[config.mk]
export PLATFORM = sky130hd
export DESIGN_NAME = apsp_cell
export DESIGN_NICKNAME = d
export VERILOG_FILES = /design/src/design/all_pairs_shortest_path_core_defines.svh /design/src/design/apsp_pkg.sv /design/src/design/apsp_cell.sv
export SDC_FILE = /design/constraint.sdc
export NUM_CORES = 1
export LEC_CHECK = 0
export BUFFER_PORTS_ARGS = -buffer_cell sky130_fd_sc_hd__buf_2
export CORE_MARGIN = 2
export CORE_UTILIZATION = 43
export CTS_CLUSTER_DIAMETER = 80
export CTS_CLUSTER_SIZE = 14
export DETAILED_ROUTE_END_ITERATION = 16
export PLACE_DENSITY = 0.84
export SYNTH_ARGS = -nofsm -noshare
export SYNTH_HDL_FRONTEND = slang
export SYNTH_SLANG_ARGS = --single-unit
[constraint.sdc]
create_clock -name clk -period 1.7 [get_ports clk]
set_input_delay 0.085 -clock clk [delete_from_list [all_inputs] [get_ports clk]]
set_output_delay 0.085 -clock clk [all_outputs]
set_load 0.03 [all_outputs]
[src/design/all_pairs_shortest_path_core_defines.svh]
// ----------------------------------------------------------------------------
// all pairs shortest path core: assertion macros
// Shared concurrent assertion forms, clocked on clk and disabled in reset.
// ----------------------------------------------------------------------------
`ifndef ALL_PAIRS_SHORTEST_PATH_CORE_DEFINES_SVH
`define ALL_PAIRS_SHORTEST_PATH_CORE_DEFINES_SVH

// condition implies consequence in the same cycle
`define APSP_ASSERT_NOW(label, pre, post) \
	label: assert property (@(posedge clk) disable iff (!arst_n) (pre) |-> (post)) \
		else $error("apsp check failed");

// condition implies consequence in the next cycle
`define APSP_ASSERT_NEXT(label, pre, post) \
	label: assert property (@(posedge clk) disable iff (!arst_n) (pre) |=> (post)) \
		else $error("apsp check failed");

`endif

[src/design/apsp_pkg.sv]
// ----------------------------------------------------------------------------
// apsp_pkg
// Sizes and the matrix entry layout shared by the shortest path core.
// ----------------------------------------------------------------------------
package apsp_pkg;

	localparam int VERTS    = 32;
	localparam int IDX_W    = $clog2(VERTS);
	localparam int ADDR_W   = 2 * IDX_W;
	localparam int DEPTH    = VERTS * VERTS;
	localparam int CNT_W    = IDX_W + 1;
	localparam int DIST_W   = 24;
	localparam int WEIGHT_W = 16;

	// one distance matrix entry with its reachable and predecessor flags
	typedef struct packed {
		logic              ok;
		logic [DIST_W-1:0] cost;
		logic              pok;
		logic [IDX_W-1:0]  pred;
	} entry_t;

	localparam int ENTRY_W = $bits(entry_t);

endpackage

[src/design/apsp_cell.sv]
// ----------------------------------------------------------------------------
// apsp_cell
// One cell of the pivot row ring: holds one entry of the pivot row and
// passes it to its neighbor on every shift; the tail cell takes the wrap.
// ----------------------------------------------------------------------------
module apsp_cell (
	input  logic            clk,
	input  logic            shift,
	input  logic            tail,
	input  apsp_pkg::entry_t neighbor,
	input  apsp_pkg::entry_t wrap,
	output apsp_pkg::entry_t entry
);

	apsp_pkg::entry_t entry_q;

	always_ff @(posedge clk) begin
		if (shift) begin
			entry_q <= tail ? wrap : neighbor;
		end
	end

	assign entry = entry_q;

endmodule

After elaboration in Yosys (flattened, before gate mapping)
Cells that the tools add are included.
W data, S select, Z words.
- flip-flop bits (word level): 31
- bits of input ports: 65
- output and inout port bits: 31
- logic and storage cells: 5
- multiplexer cells: 1
- operators with widths (kind ; count):
    $mux W31 ; 1

Depth between registers and ports, before layout
Gate-level depths: netlist (run 1).
- depth in word-level cells: 1
- mapped depth: 2

Worst setup path before layout (run 1)
No wires, ideal clock.
- path type: input to register
- from: input port tail
- to: register entry_q (netlist bit entry[0]) (data pin)
- setup time: 0.260 ns
- data arrival time: 0.516 ns
- required time: 1.440 ns
- slack: 0.925 ns
- stages: 2
- buffers on the path: 1
- path through: buf_6 > mux2_2
- cells in the longest elaborated chain, start to end: 1
- RTL lines (element ; RTL line ; RTL):
    from (decl) ; apsp_cell.sv:9 ; input logic tail,
    $mux W31 ; apsp_cell.sv:19 ; entry_q <= tail ? wrap : neighbor;
    to (signal assigned) ; apsp_cell.sv:19 ;
    to (decl) ; apsp_cell.sv:15 ; apsp_pkg::entry_t entry_q;
Every way passes these cells.
A chain may end at the register's enable or synchronous reset.

Worst setup path in the final report (run 1)
- from: register entry_q (netlist bit entry[9])
- to: output port entry[9] (netlist bit)
- RTL lines (element ; RTL line ; RTL):
    to (decl) ; apsp_cell.sv:12 ; output apsp_pkg::entry_t entry
No word-level cell between the ends.

==> results of run 1 <==
## placed cells by master (no fill, tap or decap)
master	count
buf_12	1
clkinv_2	1
clkbuf_1	2
clkbuf_4	5
mux2_2	31
buf_2	95
edfxtp_1	31
## layout make-up
cell class | count | area, um^2 | area share
flip-flops and latches | 31 | 931 | 0.499
repair buffers | 96 | 495 | 0.265
multi-input cells | 31 | 349 | 0.187
clock buffers | 7 | 45.0 | 0.0241
well taps | 33 | 41.3 | 0.0221
clock inverters | 1 | 5.00 | 0.00268
## power by group
group,total (mW),internal [mW],switching (mW)
Combinational,0.373,0.151,0.222
Sequential,0.937,0.923,0.0143
Clock,0.393,0.161,0.232
Total,1.70,1.24,0.468
## final timing paths
path,start,slack [ns],endpoint
max,entry[9],0.73,entry[9]
min,neighbor[11],0.06,entry[11]
## per-stage QoR
step	cell area, um^2	hold WS, ns
2_1_floorplan	1310	0.197
5_1_grt	1870	0.0467
6_report	1870	0.0605
3_3_place_gp	1820	0.385
3_5_place_dp	1820	0.391
4_1_cts	1870	0.0459
## cells by family (layout without fill, tap and decap cells)
kind of cell  after synthesis  in the layout  share of synthesized area
flops                      31             31                      0.709
buf+inv                     3            104                     0.0257
mux                        31             31                      0.266
## layer usage
metal / share of wire / wire length [um]
met1: 0.35 / 928
met2: 0.51 / 1360
met3: 0.12 / 307
met4: 0.020 / 53
met5: 0 / 0
==> metrics.md, run 1 <==
| Metric | Value |
|---|---|
| Crit path required time | 1.62 ns |
| Drt wl/cell | 13.3 um |
| Syn nets | 130 |
| Layout filler cell count | 236 |
| VDD IR-drop max | 0.000553 V |
| Met3 Track Usage GR | 0.0786 |
| Synthesis-stage register bit count | 31 |
| EDFF count, synth | 31 |
| N_diodes | 0 |
| Layout net count | 230 |
| Pre-CTS setup slack | 0.502 ns |
| Fmax | 1030 MHz |
| Non-Filler Instances | 199 |
| Synthesis-to-layout area growth | 42.1% |
| Critical Path Source Type | register |
| Maxcap violations | 0 |
| Initial antenna violation count | 0 |
| Post-layout util | 0.627 |
| Die footprint | 3510 um^2 |
| GRT met1 Usage | 0.167 |
| Final WL | 2650 um |
| Post-CTS Setup Inserts | 0 |
| Final ANT Viol Nets | 0 |
| Area contributors post-synth | edfxtp_1 71%, mux2_2 27%, buf_6 2.6% |
| Rel. slew slack | 0.546 |
| Synth Instances | 65 |
| Worst setup EP type | output pin |
| CP top delay family | flip-flops |
| Design Power | 1.70 mW |
| Yosys warns | 0 |
| Synthesized area per cell | 20.2 um^2 |
| Fraction of layout cells with a size suffix above 1 | 0.801 |
| Crit-path max cell delay | 0.38 ns |
| Slowest stage cell, crit path | edfxtp_1 |
| Grt met2 use | 0.283 |
| Hold Path Depth | 2 |
| First-pass GRT wire length | 4070 um |
| Vias in the first global route | 963 |
| Average vias per placed instance | 4.71 |
| Cell area power density | 912 nW/um^2 |
| Critical Path AT | 0.89 ns |
| Max clock buf depth | 2 |
| Register clock-pin slew on the reported worst setup and hold paths | 0.09 ns |
| Largest net degree at the start of global routing | 32 |
| Yosys top cell area share | 0.709 |
| Max-slew violation count | 0 |
| Row Count | 20 |
| IO Port Bufs | 95 |
| GPL Wtd Cong | 0.672 |
| CTS sink cnt | 31 |
| CTS tree | yes |
| Post-synth top cells | 31 x edfxtp_1, 31 x mux2_2, 3 x buf_6 |
| Post-synth ARST share | 0 |
| Final WS setup | 0.729 ns |
| Endpoints failing hold | 0 |
| Die height | 59.3 um |
| Post_cts resized | 0 |
| RSZ-0062 raised after global routing | false |
| Cell count after placement | 191 |
| Leakage | 0.837 nW |
| Kind of critical path | register to output pin |
| Sum of negative setup slack | 0 ns |
| Global route total overflow | 0 |
| # IOs | 96 |
| Status | finished, final reports clean |
| Busiest layer in global routing | met2 |
| CTS Buf Count | 5 |
| Max FFs per register | 31 |
| HP Class | input port to register |
| Crit path buffers/inverters | 1 |
| Final setup viols | 0 |
| Via count | 938 |
| Root buf cell | clkbuf_4 |
| Std-Cell Core Area | 2980 um^2 |
| Synth unique cells | 3 |
| 1st-pass router iterations | 2 |
| # hold bufs at CTS | 0 |
| Max FO, Critical Path | 1 |
| Period utilization | 0.571 |
| Critical Path, Cell by Cell | buf_2 |
| Initial Util | 0.441 |
| DRC violation total after the first TritonRoute iteration | 10 |
| Post-DP HPWL | 2040 um |
| Slew @ Worst Pin | 0.680 ns |
| Final min period | 0.971 ns |
| Mapped cell area | 1310 um^2 |
| Cell taking the most area after synthesis | edfxtp_1 |
| Drt drc | 0 |
| CTS H-Tree Depth | 2 |
| Top_reg_cell synth | edfxtp_1 |
| Gr usage total | 0.165 |
| Post-synthesis sequential area ratio | 0.709 |
| Worst path depth | 1 |
| Die extent in x | 59.3 um |
(Power assumes the default switching activity.)
==> run 2: changes to the inputs <==
--- a/config.mk
+++ b/config.mk
@@ -7,11 +7,11 @@
 export LEC_CHECK = 0
 export BUFFER_PORTS_ARGS = -buffer_cell sky130_fd_sc_hd__buf_2
 export CORE_MARGIN = 2
-export CORE_UTILIZATION = 43
+export CORE_UTILIZATION = 40
 export CTS_CLUSTER_DIAMETER = 80
 export CTS_CLUSTER_SIZE = 14
 export DETAILED_ROUTE_END_ITERATION = 16
-export PLACE_DENSITY = 0.84
+export PLACE_DENSITY = 0.79
 export SYNTH_ARGS = -nofsm -noshare
 export SYNTH_HDL_FRONTEND = slang
 export SYNTH_SLANG_ARGS = --single-unit
==> constraint.sdc (replaced) <==
create_clock -name clk -period 0.95 [get_ports clk]
set_input_delay 0.0475 -clock clk [delete_from_list [all_inputs] [get_ports clk]]
set_output_delay 0.0475 -clock clk [all_outputs]
set_load 0.03 [all_outputs]
==> run 2 against run 1 <==
Compared with the run above:
- via count increased by 5.4%
- non-clock buffer count increased by 7
- routed wire length increased by 17%
- cell count grew 9.0%
- global-route usage grew 0.24 points
- sequential cell count did not move
- cell area rose by 15%
- combinational power is 130% higher
- clock power up 79%
- first-iteration DRC count rose by 80%
- clock-buffer cell count unchanged
- worst hold slack got worse by 0.031 ns
- largest power group unchanged
==> metrics.md, run 2 (synthesized netlist as in run 1, its figures left out) <==
| Metric | Value |
|---|---|
| Status | finished, final reports clean |
| First-pass GRT wire length | 4200 um (+3.2%) |
| Final min period | 0.922 ns |
| Via count | 989 (+5.4%) |
| Layout filler cell count | 234 (-0.85%) |
| Rel. slew slack | 0.865 (+0.318) |
| Max clock buf depth | 2 (unchanged) |
| M1 WL | 1030 um (+11%) |
| Endpoints failing hold | 0 (unchanged) |
| Crit-path max cell delay | 0.41 ns (+0.03 ns) |
| Average vias per placed instance | 4.56 (-3.3%) |
| CTS tree | yes |
| Final ANT Viol Nets | 0 (unchanged) |
| N_diodes | 0 (unchanged) |
| Drt drc | 0 (unchanged) |
| Critical Path Source Type | register |
| Leakage | 0.938 nW (+12%) |
| VDD IR-drop max | 0.00111 V (+100%) |
| # IOs | 96 (unchanged) |
| Drt wl/cell | 14.3 um (+7.7%) |
| Max FFs per register | 31 (unchanged) |
| Initial antenna violation count | 0 (unchanged) |
| Worst setup EP type | output pin |
| Hold-critical path endpoint | entry[26] |
| Die height | 61.3 um (+3.4%) |
| Final WS setup | 0.0278 ns (-0.701 ns) |
| Non-Filler Instances | 217 (+9.0%) |
| Die extent in x | 61.3 um (+3.4%) |
| WL met2 | 1710 um (+26%) |
| Die footprint | 3760 um^2 (+7.0%) |
| Most common cell after layout, fill and taps aside | buf_2 |
| Root buf cell | clkbuf_4 |
| Final setup viols | 0 (unchanged) |
| Fraction of layout cells with a size suffix above 1 | 0.786 (-0.0151) |
| Cell count after placement | 205 (+7.3%) |
| Layout net count | 237 (+3.0%) |
| Synthesis-to-layout area growth | 63.3% |
| Met3 routed WL | 305 um (-0.65%) |
| Pre-CTS setup slack | -0.00580 ns (-0.508 ns) |
| Crit path buffers/inverters | 1 (unchanged) |
| Hold Path Depth | 2 (unchanged) |
| Maxcap violations | 0 (unchanged) |
| Max FO, Critical Path | 1 (unchanged) |
| Initial Util | 0.427 (-0.0143) |
| Final WL | 3110 um (+17%) |
| 1st-pass router iterations | 4 (+2) |
| Critical Path, Cell by Cell | buf_6 |
| Top layer in use | met4 |
| RSZ-0062 raised after global routing | true |
| Fmax | 1080 MHz |
| CP top delay family | flip-flops |
| Largest net degree at the start of global routing | 18 (-44%) |
| Global route total overflow | 0 (unchanged) |
| Commonest cells after routing, fill and taps aside | 66 x buf_2, 31 x mux2_2, 31 x edfxtp_1, 28 x buf_6, 5 x clkbuf_4 |
| Max-slew violation count | 0 (unchanged) |
| Crit path from | entry[12] |
| Area of the multi-input gates | 349 um^2 (unchanged) |
| CTS sink cnt | 31 (unchanged) |
| Crit path required time | 0.90 ns (-0.72 ns) |
| HP Class | input port to register |
| Gr usage total | 0.167 (+0.00244) |
| Slew @ Worst Pin | 0.203 ns (-0.477 ns) |
| Register clock-pin slew on the reported worst setup and hold paths | 0.09 ns (about the same) |
| DRC violation total after the first TritonRoute iteration | 18 (+8) |
| Period utilization | 0.971 |
| Post-CTS Setup Inserts | 0 (unchanged) |
| Slowest stage cell, crit path | edfxtp_1 |
| FF+latch area | 931 um^2 (unchanged) |
| Final instance area | 2150 um^2 (+15%) |
| GPL Wtd Cong | 0.715 (+6.5%) |
| Std-Cell Core Area | 3080 um^2 (+3.4%) |
| Area post-placement | 1880 um^2 (+3.4%) |
| CTS Buf Count | 5 (unchanged) |
| CTS H-Tree Depth | 2 (unchanged) |
| Row Count | 20 (unchanged) |
| Vias in the first global route | 981 (+1.9%) |
| Kind of critical path | register to output pin |
| Cell area power density | 1520 nW/um^2 (+66%) |
| Design Power | 3.25 mW (+91%) |
| Critical Path AT | 0.87 ns (-0.02 ns) |
| Hold Path Origin | wrap[26] |
| IO Port Bufs | 95 (unchanged) |
## run 2: changes by cell type in the layout (fill, tap and decap cells not counted)
cell,delta
buf_4,+2
buf_6,+28
buf_12,+2
buf_2,-29
dlygate4sd3_1,+4
## run 2: report_power, final
group	switching (mW)	internal, mW	total (mW)
clock network	0.414	0.288	0.702
logic	0.412	0.430	0.841
registers	0.0541	1.65	1.71
## run 2: final cells by class
class,instances,share of cell area
clock buffers,7,0.0210
clock inverters,1,0.00233
multi-input cells,31,0.163
flip-flops and latches,31,0.434
well taps,44,0.0257
repair buffers,103,0.355
## run 2: how the worst max path moves through the flow
stage	endpoint	slack, ns	cells after the start
after floorplan	entry[0]	0.21	2
after global placement	entry[20]	0.02	3
after detailed placement	entry[20]	-0.006	3
after CTS	entry[1]	0.001	1
after global routing	entry[12]	-0.04	1
final	entry[12]	0.03	1
## run 2: metal layers
metal	GRT usage	vias to the layer above
met3	0.0945	6
li1	-	473
met4	0.0901	0
met5	0	-
met2	0.292	57
met1	0.152	453
## run 2: what timing repair did
| item | in CTS | in global routing |
|---|---|---|
| hold buffers | 0 | 4 |
| hold endpoints to repair | 0 | 3 |
| pin swaps | 0 | 0 |
| endpoints found under the setup margin | 5 | 29 |
| resized for setup | 7 | 74 |
## run 2: per-stage QoR
stage / TNS, ns / util / hold slack, ns
global route: -0.281 / 0.697 / -0.00540
floorplan: 0 / - / 0.160
finish: 0 / 0.697 / 0.0296
CTS: 0 / 0.633 / 0.00878
detailed placement: -0.0216 / 0.610 / 0.352
global placement: 0 / 0.610 / 0.347
