<file path="src/design/all_pairs_shortest_path_core_defines.svh">
// ----------------------------------------------------------------------------
// all pairs shortest path core: assertion macros
// Shared concurrent assertion forms, clocked on clk and disabled in reset.
// ----------------------------------------------------------------------------
`ifndef ALL_PAIRS_SHORTEST_PATH_CORE_DEFINES_SVH
`define ALL_PAIRS_SHORTEST_PATH_CORE_DEFINES_SVH

// condition implies consequence in the same cycle
`define APSP_ASSERT_NOW(label, pre, post) \
	label: assert property (@(posedge clk) disable iff (!arst_n) (pre) |-> (post)) \
		else $error("apsp check failed");

// condition implies consequence in the next cycle
`define APSP_ASSERT_NEXT(label, pre, post) \
	label: assert property (@(posedge clk) disable iff (!arst_n) (pre) |=> (post)) \
		else $error("apsp check failed");

`endif

</file>
<file path="src/design/apsp_ram.sv">
// ----------------------------------------------------------------------------
// apsp_ram
// Generic single write, single read port RAM with registered read data.
// ----------------------------------------------------------------------------
module apsp_ram #(
	parameter int WIDTH = 8,
	parameter int DEPTH = 16
) (
	input  logic                     clk,
	input  logic                     we,
	input  logic [$clog2(DEPTH)-1:0] waddr,
	input  logic [WIDTH-1:0]         wdata,
	input  logic                     re,
	input  logic [$clog2(DEPTH)-1:0] raddr,
	output logic [WIDTH-1:0]         rdata
);

	logic [WIDTH-1:0] mem_q [DEPTH];
	logic [WIDTH-1:0] rdata_q;

	always_ff @(posedge clk) begin
		if (we) begin
			mem_q[waddr] <= wdata;
		end
		if (re) begin
			rdata_q <= mem_q[raddr];
		end
	end

	assign rdata = rdata_q;

endmodule

</file>
<file path="config.mk">
export PLATFORM = sky130hd
export DESIGN_NAME = apsp_ram
export DESIGN_NICKNAME = d
export VERILOG_FILES = /design/src/design/all_pairs_shortest_path_core_defines.svh /design/src/design/apsp_ram.sv
export SDC_FILE = /design/constraint.sdc
export NUM_CORES = 1
export LEC_CHECK = 0
export CORE_MARGIN = 3
export CORE_UTILIZATION = 55
export CTS_CLUSTER_SIZE = 25
export DETAILED_ROUTE_END_ITERATION = 12
export DONT_BUFFER_PORTS = 1
export MAX_ROUTING_LAYER = met4
export PLACE_DENSITY_LB_ADDON = 0.25
export SYNTH_ARGS = -nofsm -noshare
export SYNTH_HDL_FRONTEND = slang
export SYNTH_SLANG_ARGS = --single-unit
</file>
<file path="constraint.sdc">
create_clock -name clk -period 1.6 [get_ports clk]
set_input_delay 0.08 -clock clk [delete_from_list [all_inputs] [get_ports clk]]
set_output_delay 0.08 -clock clk [all_outputs]
set_load 0.03 [all_outputs]
</file>
# Word level (Yosys, flattened, before mapping)
# Memory sizes are Yosys's and may differ from the RTL's. A register that Yosys moved wholly into a read port is not among the register bits.
# Cells that the tools add are included.
# Widths: inputs -> output; s select.
# totals
rom_bits	0
out_inout_bits	8
mem_count	1
register_bits	0
elab_cells	3
mem_bits_rw	128
inputBits	19
latchBits	0
# op_classes
mux	2
addsub	0
n_mul	0
n_bitwise	0
n_lt_le_gt_ge	0
n_eq_ne	0
n_div	0
reduce_logical	0
shifts	0
# mem_list
name	depth	width	read_ports	rd_clocked_by_memory_dff	write_ports	line	rtl
mem_q	16	8	1	1	1	apsp_ram.sv:18	logic [WIDTH-1:0] mem_q [DEPTH];
# ops
operator	count
$mux 1	2

# Depth between registers and ports, before layout
# Gate-level depths: netlist of the first run.
# logic_depth
depth_word	2
ltp_mapped	5
ltp_nobuf	3

# Worst setup path after synthesis of the first run
# No wires, ideal clock.
# synth_path
path_type	input port to flip-flop
from	in waddr[2]
to	mem mem_q[0][0] (enable)
path_stages	2
path_buffers	0
setup_ns	0.383
setup_slack_ns	0.027
t_required_ns	1.217
t_arrival_ns	1.190
cell_sequence	or3b_2 -> nor3_1
# synth_rtl
item	line	rtl
start, declared	apsp_ram.sv:11	input logic [$clog2(DEPTH)-1:0] waddr,
end, declared	apsp_ram.sv:18	
# No word-level cell before the write port.

# Worst setup path after layout of the first run
# layout_path
from	in waddr[3]
to	mem mem_q[4][1] (enable)
# No word-level cell before the write port.

==> metrics.md, run 1 <==
| Metric | Value |
|---|---|
| Clock transition at path regs | about 0.06 ns |
| Routed len/inst | 24.76 um |
| 1st-iter DRT viols | 242 |
| Fillers | ~540 |
| Die span in x | 103.5 um |
| Core Footprint | ~9000 um2 |
| TritonCTS Sinks | 136 |
| Vias per cell | 5.923 |
| Clock Latency Late Sink | approximately 0.50 ns |
| Max-cap check violation count | 0 |
| Commonest non-fill, non-tap cell in the layout | edfxtp_1 |
| Worst slew pin tran | 0.5785 ns |
| Clock Tree Buf Depth | 2 |
| Register area share after synthesis | 0.7812 |
| Synth unique cells | 18 |
| Clock skew | 0.008132 ns |
| Share of layout cells above drive strength 1 | 0.2230 |
| WHS | -0.02245 ns |
| HP Class | input pin to flop |
| Cell chain of the critical path | dlygate4sd3_1 -> nand3b_1 -> nor3_1 -> dlygate4sd3_1 -> buf_4 |
| TritonCTS Buffers | 17 |
| Root buffer cell | clkbuf_8 |
| CP required | approximately 1.8 ns |
| Relative slew slack | 0.6131 |
| Most frequent cells in the layout | edfxtp_1 (136), mux4_2 (18), dlygate4sd3_1 (18), buf_4 (18) |
| Post-Synth Adder-Cell Area | 0 |
| Die Y | between 100 and 150 um |
| Gr ovfl total | 0 |
| CP arrival | approximately 1.7 ns |
| Simple-gate share of the synthesized area | 0.03135 |
| CP max stage delay | 0.57 ns |
| Mux cell area share after synthesis | 0.1479 |
| Main combinational cell family by area after synthesis | multiplexers |
| First-pass GRT wire length | around 15 mm |
| CP top delay family | buffers and inverters |
| Status | finished with violations |
| Period utilization | 0.9528 |
| Syn Std Cell Area | 5228 um2 |
| Num rows | 34 |
| FF-to-FF path depth | 3 |
| Hold Fails Final Rpt | 1 |
| Maximum fanout along the worst path | 8 |
| PD cells | 1308 nW/um2 |
| Area of the multi-input gates | 1057 um2 |
| Final slew viol count | 0 |
| Final wirelength | slightly above 10 mm |
| Drt drc | 0 |
| Layout area overhead | 18.43% |
| FMAX | 0.6559 GHz |
| Hold path cells | 3 |
| Fin util | 0.6897 |
| Starting density of the core | 0.5824 |
| Syn Area/Cell | 22.83 um2 |
| CTS H-tree lvls | 4 |
| Final Wtd Congestion | 0.7225 |
| CP Buf/Inv Count | 3 |
| Post-Synth XOR/XNOR Area | 0 |
| Unrepaired setup endpoints after global routing | no |
| Initial antenna violation count | 0 |
| I/O pins | 27 |
| CP Launch Type | input pin |
| Die area | approximately 11000 um2 |
| FF+latch count, synth | 136 |
| Port bufs | 0 |
| Crit-path slowest cell | dlygate4sd3_1 |
| Via count | 2452 |
| VDD IR-drop max | 766.8 uV |
| Pre-antenna DRT Iters | 4 |
| GR Util All Layers | 0.2199 |
| Post-Syn Nets | 248 |
| Cell count along the critical path | 5 |
| Vias in the first global route | 2480 |
| Fin crit period | 1.525 ns |
| Largest net degree at the start of global routing | 33 |
| Final setup TNS | 0 ns |
| DP HPWL | approximately 5.9 mm |
| Final setup fails | 0 |
| Cells after Synth | 229 |
| Fin nets | 293 |
| Pleak | 2.044 nW |
| CTS tree | done |
| Area fraction in compound gates after synthesis | 0.02298 |
| Worst setup EP type | flop |
| Synth warn | 0 |
| Post-DRT Antenna Nets | 0 |
| Register Area | ~4000 um2 |
| Most used cell, CP | dlygate4sd3_1 |
| Violated checks | hold timing |
| Critical path type | input pin to flop |
==> cell families (layout without fill, tap and decap cells) <==
kind of cell | count (synthesis) | after routing
other | 0 | 1
AOI/OAI and AO/OA | 16 | 16
and+or+nand+nor | 35 | 35
buffers and inverters | 10 | 68
muxes | 32 | 32
DFF | 136 | 136
==> tightest hold or removal path, stage by stage <==
cell	delay (ns)
mux4_1	0.14
a22oi_1	0.06
nand2_1	0.07
==> routing by layer <==
metal	GRT usage	up-vias	part of all wire
met5	-	-	0
met4	0.06275	0	0.0052
met3	0.05298	4	0.080
met2	0.3078	114	0.47
met1	0.3292	1262	0.44
li1	-	1072	-
==> repair_timing <==
item | in CTS | in global routing
hold endpoints to repair | 182 | 4
gates resized for setup | 0 | 0
buffers inserted | 0 | 0
hold buffers | 15 | 3
endpoints found under the setup margin | 0 | 0
==> power by group <==
part / total (W) / internal (W) / switching (W)
Combinational: 0.000313 / 0.000152 / 0.000161
Sequential: 0.00408 / 0.00402 / 0.0000572
Clock: 0.00371 / 0.00234 / 0.00137
Total: 0.00810 / 0.00651 / 0.00159
==> registers in the layout, summed over array words and instances (netlist names) <==
signal  cells
mem_q     128
rdata       8
==> cells in the mapped netlist <==
cell | n | area share
clkdlybuf4s25_2 | 3 | 0.0057
a22oi_1 | 16 | 0.023
or3b_2 | 1 | 0.0017
buf_4 | 1 | 0.0014
nand2b_1 | 2 | 0.0024
buf_6 | 3 | 0.0065
and2_1 | 1 | 0.0012
edfxtp_1 | 136 | 0.78
nor2_1 | 13 | 0.0093
buf_2 | 3 | 0.0029
and2b_1 | 1 | 0.0014
mux4_2 | 18 | 0.078
nor2b_1 | 1 | 0.0012
nor3_1 | 4 | 0.0038
nand3_1 | 1 | 0.00096
nand3b_1 | 2 | 0.0029
mux4_1 | 14 | 0.070
nand2_1 | 9 | 0.0065
==> worst paths after layout <==
path	slack, ns	endpoint	from
setup / recovery	0.08	mem_q[4][1]	waddr[3]
setup reg to reg	0.11	rdata[0]	mem_q[2][0]
hold reg to reg	0.75	rdata[4]	mem_q[15][4]
hold / removal	-0.02	rdata[2]	raddr[1]
==> final cells by class <==
| cell class | instances | share of cell area |
|---|---|---|
| flip-flops and latches | 136 | 0.6597 |
| clock buffers | 17 | 0.06690 |
| clock inverters | 15 | 0.02587 |
| multi-input cells | 83 | 0.1708 |
| repair buffers | 36 | 0.05093 |
| well taps | 126 | 0.02546 |
| diodes | 1 | 0.0004042 |
==> per-stage QoR <==
| step | std cells | power (W) | instance area, um2 | hold WS [ns] | setup WS, ns |
|---|---|---|---|---|---|
| after floorplan | 229 | 0.004342 | 5228 | 0.1789 | 0.02713 |
| after global placement | 363 | 0.004368 | 5434 | 0.1796 | 0.1448 |
| after detailed placement | 363 | 0.004373 | 5434 | 0.1795 | 0.1349 |
| after CTS | 410 | 0.008138 | 6158 | -0.06895 | 0.1180 |
| after global routing | 413 | 0.008353 | 6188 | 0.008499 | 0.02427 |
| final | 414 | 0.008097 | 6191 | -0.02245 | 0.07544 |
Power figures use the tool's default switching activity.
==> inputs of run 2 (changes only) <==
--- a/config.mk
+++ b/config.mk
@@ -10,6 +10,7 @@
 export CTS_CLUSTER_SIZE = 25
 export DETAILED_ROUTE_END_ITERATION = 12
 export DONT_BUFFER_PORTS = 1
+export GPL_TIMING_DRIVEN = 0
 export MAX_ROUTING_LAYER = met4
 export PLACE_DENSITY_LB_ADDON = 0.25
 export SYNTH_ARGS = -nofsm -noshare
==> run 2 against run 1 <==
Against the previous run: sequential share of layout area grew 1.6 points; global-route usage fell by 0.19 points; flip-flop and latch count unchanged; non-clock buffer count is 16 lower; the flow still finishes with violations (hold timing); wire length is 3.2% lower; largest power group unchanged.
==> metrics.md, run 2 (synthesis gave the netlist of run 1 again) <==
| Metric | Value |
|---|---|
| Max FFs per register | ~130 |
| Pre-antenna DRT Iters | 4 |
| CTS tree | done |
| GR peak layer | met2 |
| R2R Setup Slk | roughly 0.080 ns |
| Final slew viol count | 0 |
| PD cells | 1335 nW/um2 |
| Design Area, Final | 6047 um2 |
| WHS | -0.06954 ns |
| CP arrival | 1.77 ns |
| Fin nets | 277 |
| Sequential cell fraction of total power | 0.505 |
| Post-CTS Setup Repair Bufs | 0 |
| Met3 GRT Util | 0.06036 |
| Root buffer cell | clkbuf_8 |
| VDD IR-drop max | 715.8 uV |
| DP HPWL | 5.806 mm |
| Status | finished with violations |
| Routed len/inst | 24.98 um |
| Via count | between 2000 and 2500 |
| Violated checks | hold timing |
| Final setup fails | 0 |
| Port bufs | 0 |
| Commonest non-fill, non-tap cell in the layout | edfxtp_1 |
| Vias per cell | 6.068 |
| Clock skew | between 0.007 and 0.008 ns |
| Sw frac | 0.1954 |
| Final wirelength | 9.917 mm |
| Gr ovfl total | 0 |
| Largest net degree at the start of global routing | 17 |
| Worst slew pin tran | 1.280 ns |
| Total power | about 0.0081 W |
| Vias in the first global route | 2511 |
| Die Y | 103.5 um |
| Hold Fails Final Rpt | 32 |
| Crit Reg-Reg Endpoint | rdata[3] |
| Initial antenna violation count | 0 |
| 1st-iter DRT viols | 296 |
| Starting density of the core | 0.5824 |
| TritonCTS Sinks | 136 |
| Critical R2R Launch | mem_q[5][3] |
| Die span in x | ~100 um |
| First-pass GRT wire length | 15.04 mm |
| # hold bufs at CTS | 10 |
| Layout area overhead | 15.68% |
| Largest Register | mem_q |
| Worst setup path end | rdata[3] |
| Pleak | 1.967 nW |
| Logic pwr share | 0.043 |
| Period utilization | 0.9499 |
| Final WS setup | 0.08011 ns |
| DP Area | around 5400 um2 |
| Share of power burned in the clock network | 0.452 |
| Hold path cells | 1 |
| Final Wtd Congestion | 0.7396 |
| Maximum fanout along the worst path | 1 |
| TritonCTS Buffers | 17 |
| Clock Tree Buf Depth | 2 |
| Core Footprint | 8976 um2 |
| Design internal power | 0.006494 W |
| Clock transition at path regs | ~0.06 ns |
| Clock Latency Late Sink | 0.51 ns |
| Worst setup EP type | flop |
| Most frequent cells in the layout | edfxtp_1 (136), mux4_2 (18), clkbuf_16 (16) |
| HP Class | input pin to flop |
| CP required | 1.85 ns |
| Unrepaired setup endpoints after global routing | no |
| Die area | 10710 um2 |
| Max-cap check violation count | 0 |
| I/O pins | 27 |
| CP Launch Type | flop |
| CTS H-tree lvls | 4 |
| Diodes inserted | 0 |
| Critical path origin | mem_q[5][3] |
| Critical path type | flop to flop |
| Drt drc | 0 |
| Relative slew slack | 0.1399 |
| Pre-CTS WS | -0.4340 ns |
| Met1 GRT Util | 0.3037 |
| FF-to-FF path depth | 3 |
| Met2 track utilization from global routing | 0.3083 |
| Fin crit period | 1.520 ns |
| FMAX | 0.6579 GHz |
| Post-DRT Antenna Nets | 0 |
| Share of layout cells above drive strength 1 | 0.1993 |
| Num rows | 34 |
| GR Util All Layers | 0.2181 |
| Psw | 0.001577 W |
| Fin util | 0.6737 |
==> run 2: layout make-up <==
cell class,count,area (um2)
Buffer,10,86.33
Clock buffer,19,421.7
Clock inverter,13,135.1
Fill cell,565,2929
Multi-Input combinational cell,83,1062
Sequential cell,136,4084
Tap cell,126,157.7
Timing Repair Buffer,10,100.1
==> run 2: worst max-delay path, stage by stage (launching register included) <==
cell and delay, ns:
edfxtp_1 0.36, mux4_1 0.56, a22oi_1 0.26, nand2_1 0.08
==> run 2: repair_timing <==
item / CTS / global route
endpoints found under the hold margin: 169 / 32
endpoints found under the setup margin: 0 / 1
gates resized for setup: 0 / 1
==> run 2: how the worst min path moves through the flow <==
| stage | startpoint | to | slack (ns) |
|---|---|---|---|
| 6_report | waddr[0] | mem_q[4][6] | -0.07 |
| 5_1_grt | waddr[0] | mem_q[12][7] | -0.07 |
| 4_1_cts | waddr[0] | mem_q[4][6] | -0.09 |
| 3_5_place_dp | wdata[3] | mem_q[0][3] | 0.18 |
| 3_3_place_gp | wdata[0] | mem_q[3][0] | 0.18 |
| 2_1_floorplan | wdata[0] | mem_q[0][0] | 0.18 |
==> run 2: routing by layer <==
metal / up-vias / routed length [um]
li1: 1043 / -
met1: 1255 / 4306
met2: 98 / 4806
met3: 13 / 649
met4: 0 / 155
met5: - / 0
==> run 2: through the flow <==
stage	hold WS, ns	instances	setup TNS [ns]
after floorplan	0.1789	229	0
after global placement	0.1797	355	-4.928
after detailed placement	0.1797	355	-4.844
after CTS	-0.08989	397	0
after global routing	-0.07190	397	0
final	-0.06954	397	0
==> run 2: power by group through the flow <==
stage	sequential, W	combinational [W]	clock [W]
floorplan	0.00414	0.000203	0
global placement	0.00414	0.000268	0
detailed placement	0.00415	0.000270	0
CTS	0.00408	0.000344	0.00368
global route	0.00408	0.000372	0.00388
finish	0.00408	0.000343	0.00365
==> inputs of run 3 (changes only) <==
--- a/config.mk
+++ b/config.mk
@@ -5,6 +5,7 @@
 export SDC_FILE = /design/constraint.sdc
 export NUM_CORES = 1
 export LEC_CHECK = 0
+export CAP_MARGIN = 20
 export CORE_MARGIN = 3
 export CORE_UTILIZATION = 55
 export CTS_CLUSTER_SIZE = 25
@@ -13,6 +14,7 @@
 export GPL_TIMING_DRIVEN = 0
 export MAX_ROUTING_LAYER = met4
 export PLACE_DENSITY_LB_ADDON = 0.25
+export SLEW_MARGIN = 20
 export SYNTH_ARGS = -nofsm -noshare
 export SYNTH_HDL_FRONTEND = slang
 export SYNTH_SLANG_ARGS = --single-unit
==> constraint.sdc (replaced) <==
create_clock -name clk -period 1.8 [get_ports clk]
set_input_delay 0.09 -clock clk [delete_from_list [all_inputs] [get_ports clk]]
set_output_delay 0.09 -clock clk [all_outputs]
set_load 0.03 [all_outputs]
==> run 3 against run 2 <==
Against the previous run: critical path depth unchanged; largest power group unchanged; non-clock buffer count grew 3; highest routed layer unchanged; the flow now finishes without violations; sequential share of layout area decreased by 0.38 points.
==> metrics.md, run 3 (synthesis gave the netlist of run 1 again) <==
| Metric | Value |
|---|---|
| Crit-path slowest cell | mux4_2 |
| First-pass GRT wire length | 14.98 mm |
| Fin nets | 280 |
| Drt drc | 0 |
| Layout area overhead | 16.32% |
| DP HPWL | 5.808 mm |
| CP Launch Type | flop |
| Diodes inserted | 0 |
| Pleak | 1.987 nW |
| Routed len/inst | 24.58 um |
| Die span in x | 103.5 um |
| Final Wtd Congestion | 0.7396 |
| TritonCTS Buffers | 17 |
| Initial antenna violation count | 0 |
| Clock Tree Buf Depth | 2 |
| Period utilization | 0.8584 |
| Critical path type | flop to flop |
| Dpl cells | roughly 360 |
| 1st-iter DRT viols | 323 |
| Root buffer cell | clkbuf_8 |
| CP required | 2.05 ns |
| Fin crit period | around 1.5 ns |
| Cell count along the critical path | 3 |
| Die area | about 11000 um2 |
| CP Buf/Inv Count | 0 |
| Design Area, Final | 6081 um2 |
| Worst slew pin tran | 0.8678 ns |
| CTS tree | done |
| Pre-antenna DRT Iters | 4 |
| Gr ovfl total | 0 |
| CP max stage delay | 0.50 ns |
| Hold path cells | 3 |
| Cell chain of the critical path | mux4_2 -> a22oi_1 -> nand2_1 |
| Port bufs | 0 |
| R2R Setup Slk | 0.25 ns |
| Max FFs per register | 128 |
| Starting density of the core | 0.5824 |
| TritonCTS Sinks | 136 |
| Final setup fails | 0 |
| CP arrival | 1.79 ns |
| Vias in the first global route | 2473 |
| Vias per cell | about 6 |
| CTS resizes | 0 |
| Largest net degree at the start of global routing | 17 |
| Relative slew slack | 0.4193 |
| Maximum fanout along the worst path | 1 |
| HP Class | input pin to flop |
| Most frequent cells in the layout | edfxtp_1 (136), mux4_2 (18), a22oi_1 (16), clkbuf_16 (16), mux4_1 (14) |
| VDD IR-drop max | 885.4 uV |
| Hold Fails Final Rpt | 0 |
| Share of layout cells above drive strength 1 | 0.2161 |
| Final slew viol count | 0 |
| PD cells | 1185 nW/um2 |
| Die Y | 103.5 um |
| Final wirelength | 9.808 mm |
| FMAX | 0.6472 GHz |
| Clock Latency Late Sink | 0.51 ns |
| Commonest non-fill, non-tap cell in the layout | edfxtp_1 |
| Largest Register | mem_q |
| Fillers | 544 |
| Via count | 2404 |
| Clock transition at path regs | 0.06 ns |
| DP Area | about 5400 um2 |
| Num rows | 34 |
| CP top delay family | multiplexers |
| I/O pins | 27 |
| Final setup TNS | 0 ns |
| FF-to-FF path depth | 3 |
| Worst setup EP type | flop |
| Fin cells | 399 |
| CTS H-tree lvls | 4 |
| Post-DRT Antenna Nets | 0 |
| Status | complete, no violations |
| GR Util All Layers | 0.2148 |
| Clock skew | 0.007015 ns |
| Max-cap check violation count | 0 |
| Unrepaired setup endpoints after global routing | no |
| Core Footprint | ~9000 um2 |
-- run 3: worst paths after layout --
check              to          from
max          rdata[2]  mem_q[12][2]
min          rdata[7]      raddr[1]
max reg2reg  rdata[2]  mem_q[12][2]
min reg2reg  rdata[3]  mem_q[11][3]
-- run 3: cell type report --
type / count / area, um2 / area share
clock inverter: 12 / 133.9 / 0.02202
multi-input combinational: 83 / 1072 / 0.1763
buffer: 10 / 86.33 / 0.01420
sequential: 136 / 4084 / 0.6716
tap: 126 / 157.7 / 0.02593
clock buffer: 19 / 421.7 / 0.06934
timing repair buffer: 13 / 125.1 / 0.02058
-- run 3: tightest hold or removal path, delay by kind of cell --
family          cells  cell delay [ns]
compound gates      1             0.10
mux                 1             0.15
simple gates        1             0.10
-- run 3: power breakdown --
part	leakage (nW)	total (W)	switching (W)	internal (W)
clock	0.274	0.00327	0.00120	0.00207
combinational	0.477	0.000311	0.000179	0.000133
sequential	1.24	0.00362	0.0000485	0.00357
-- run 3: through the flow --
stage               power (W)    util  hold slack [ns]  setup slack (ns)
floorplan            0.003859       -           0.1889            0.2171
global placement     0.003920  0.5999           0.1897           -0.2124
detailed placement   0.003928  0.6022           0.1896            0.1249
CTS                  0.007234  0.6774          0.02157            0.2579
global route         0.007426  0.6774          0.05193            0.1837
finish               0.007206  0.6774          0.04174            0.2548
-- run 3: routing by layer --
metal | part of all wire | global-route usage | vias up
met4 | 0.019 | 0.08167 | 0
met3 | 0.082 | 0.05634 | 17
met2 | 0.48 | 0.3025 | 123
met1 | 0.42 | 0.3061 | 1215
met5 | 0 | - | -
li1 | - | - | 1049
-- run 3: what timing repair did --
item	CTS	global route
setup buffers	0	0
hold buffers	12	0
hold endpoints to repair	165	0
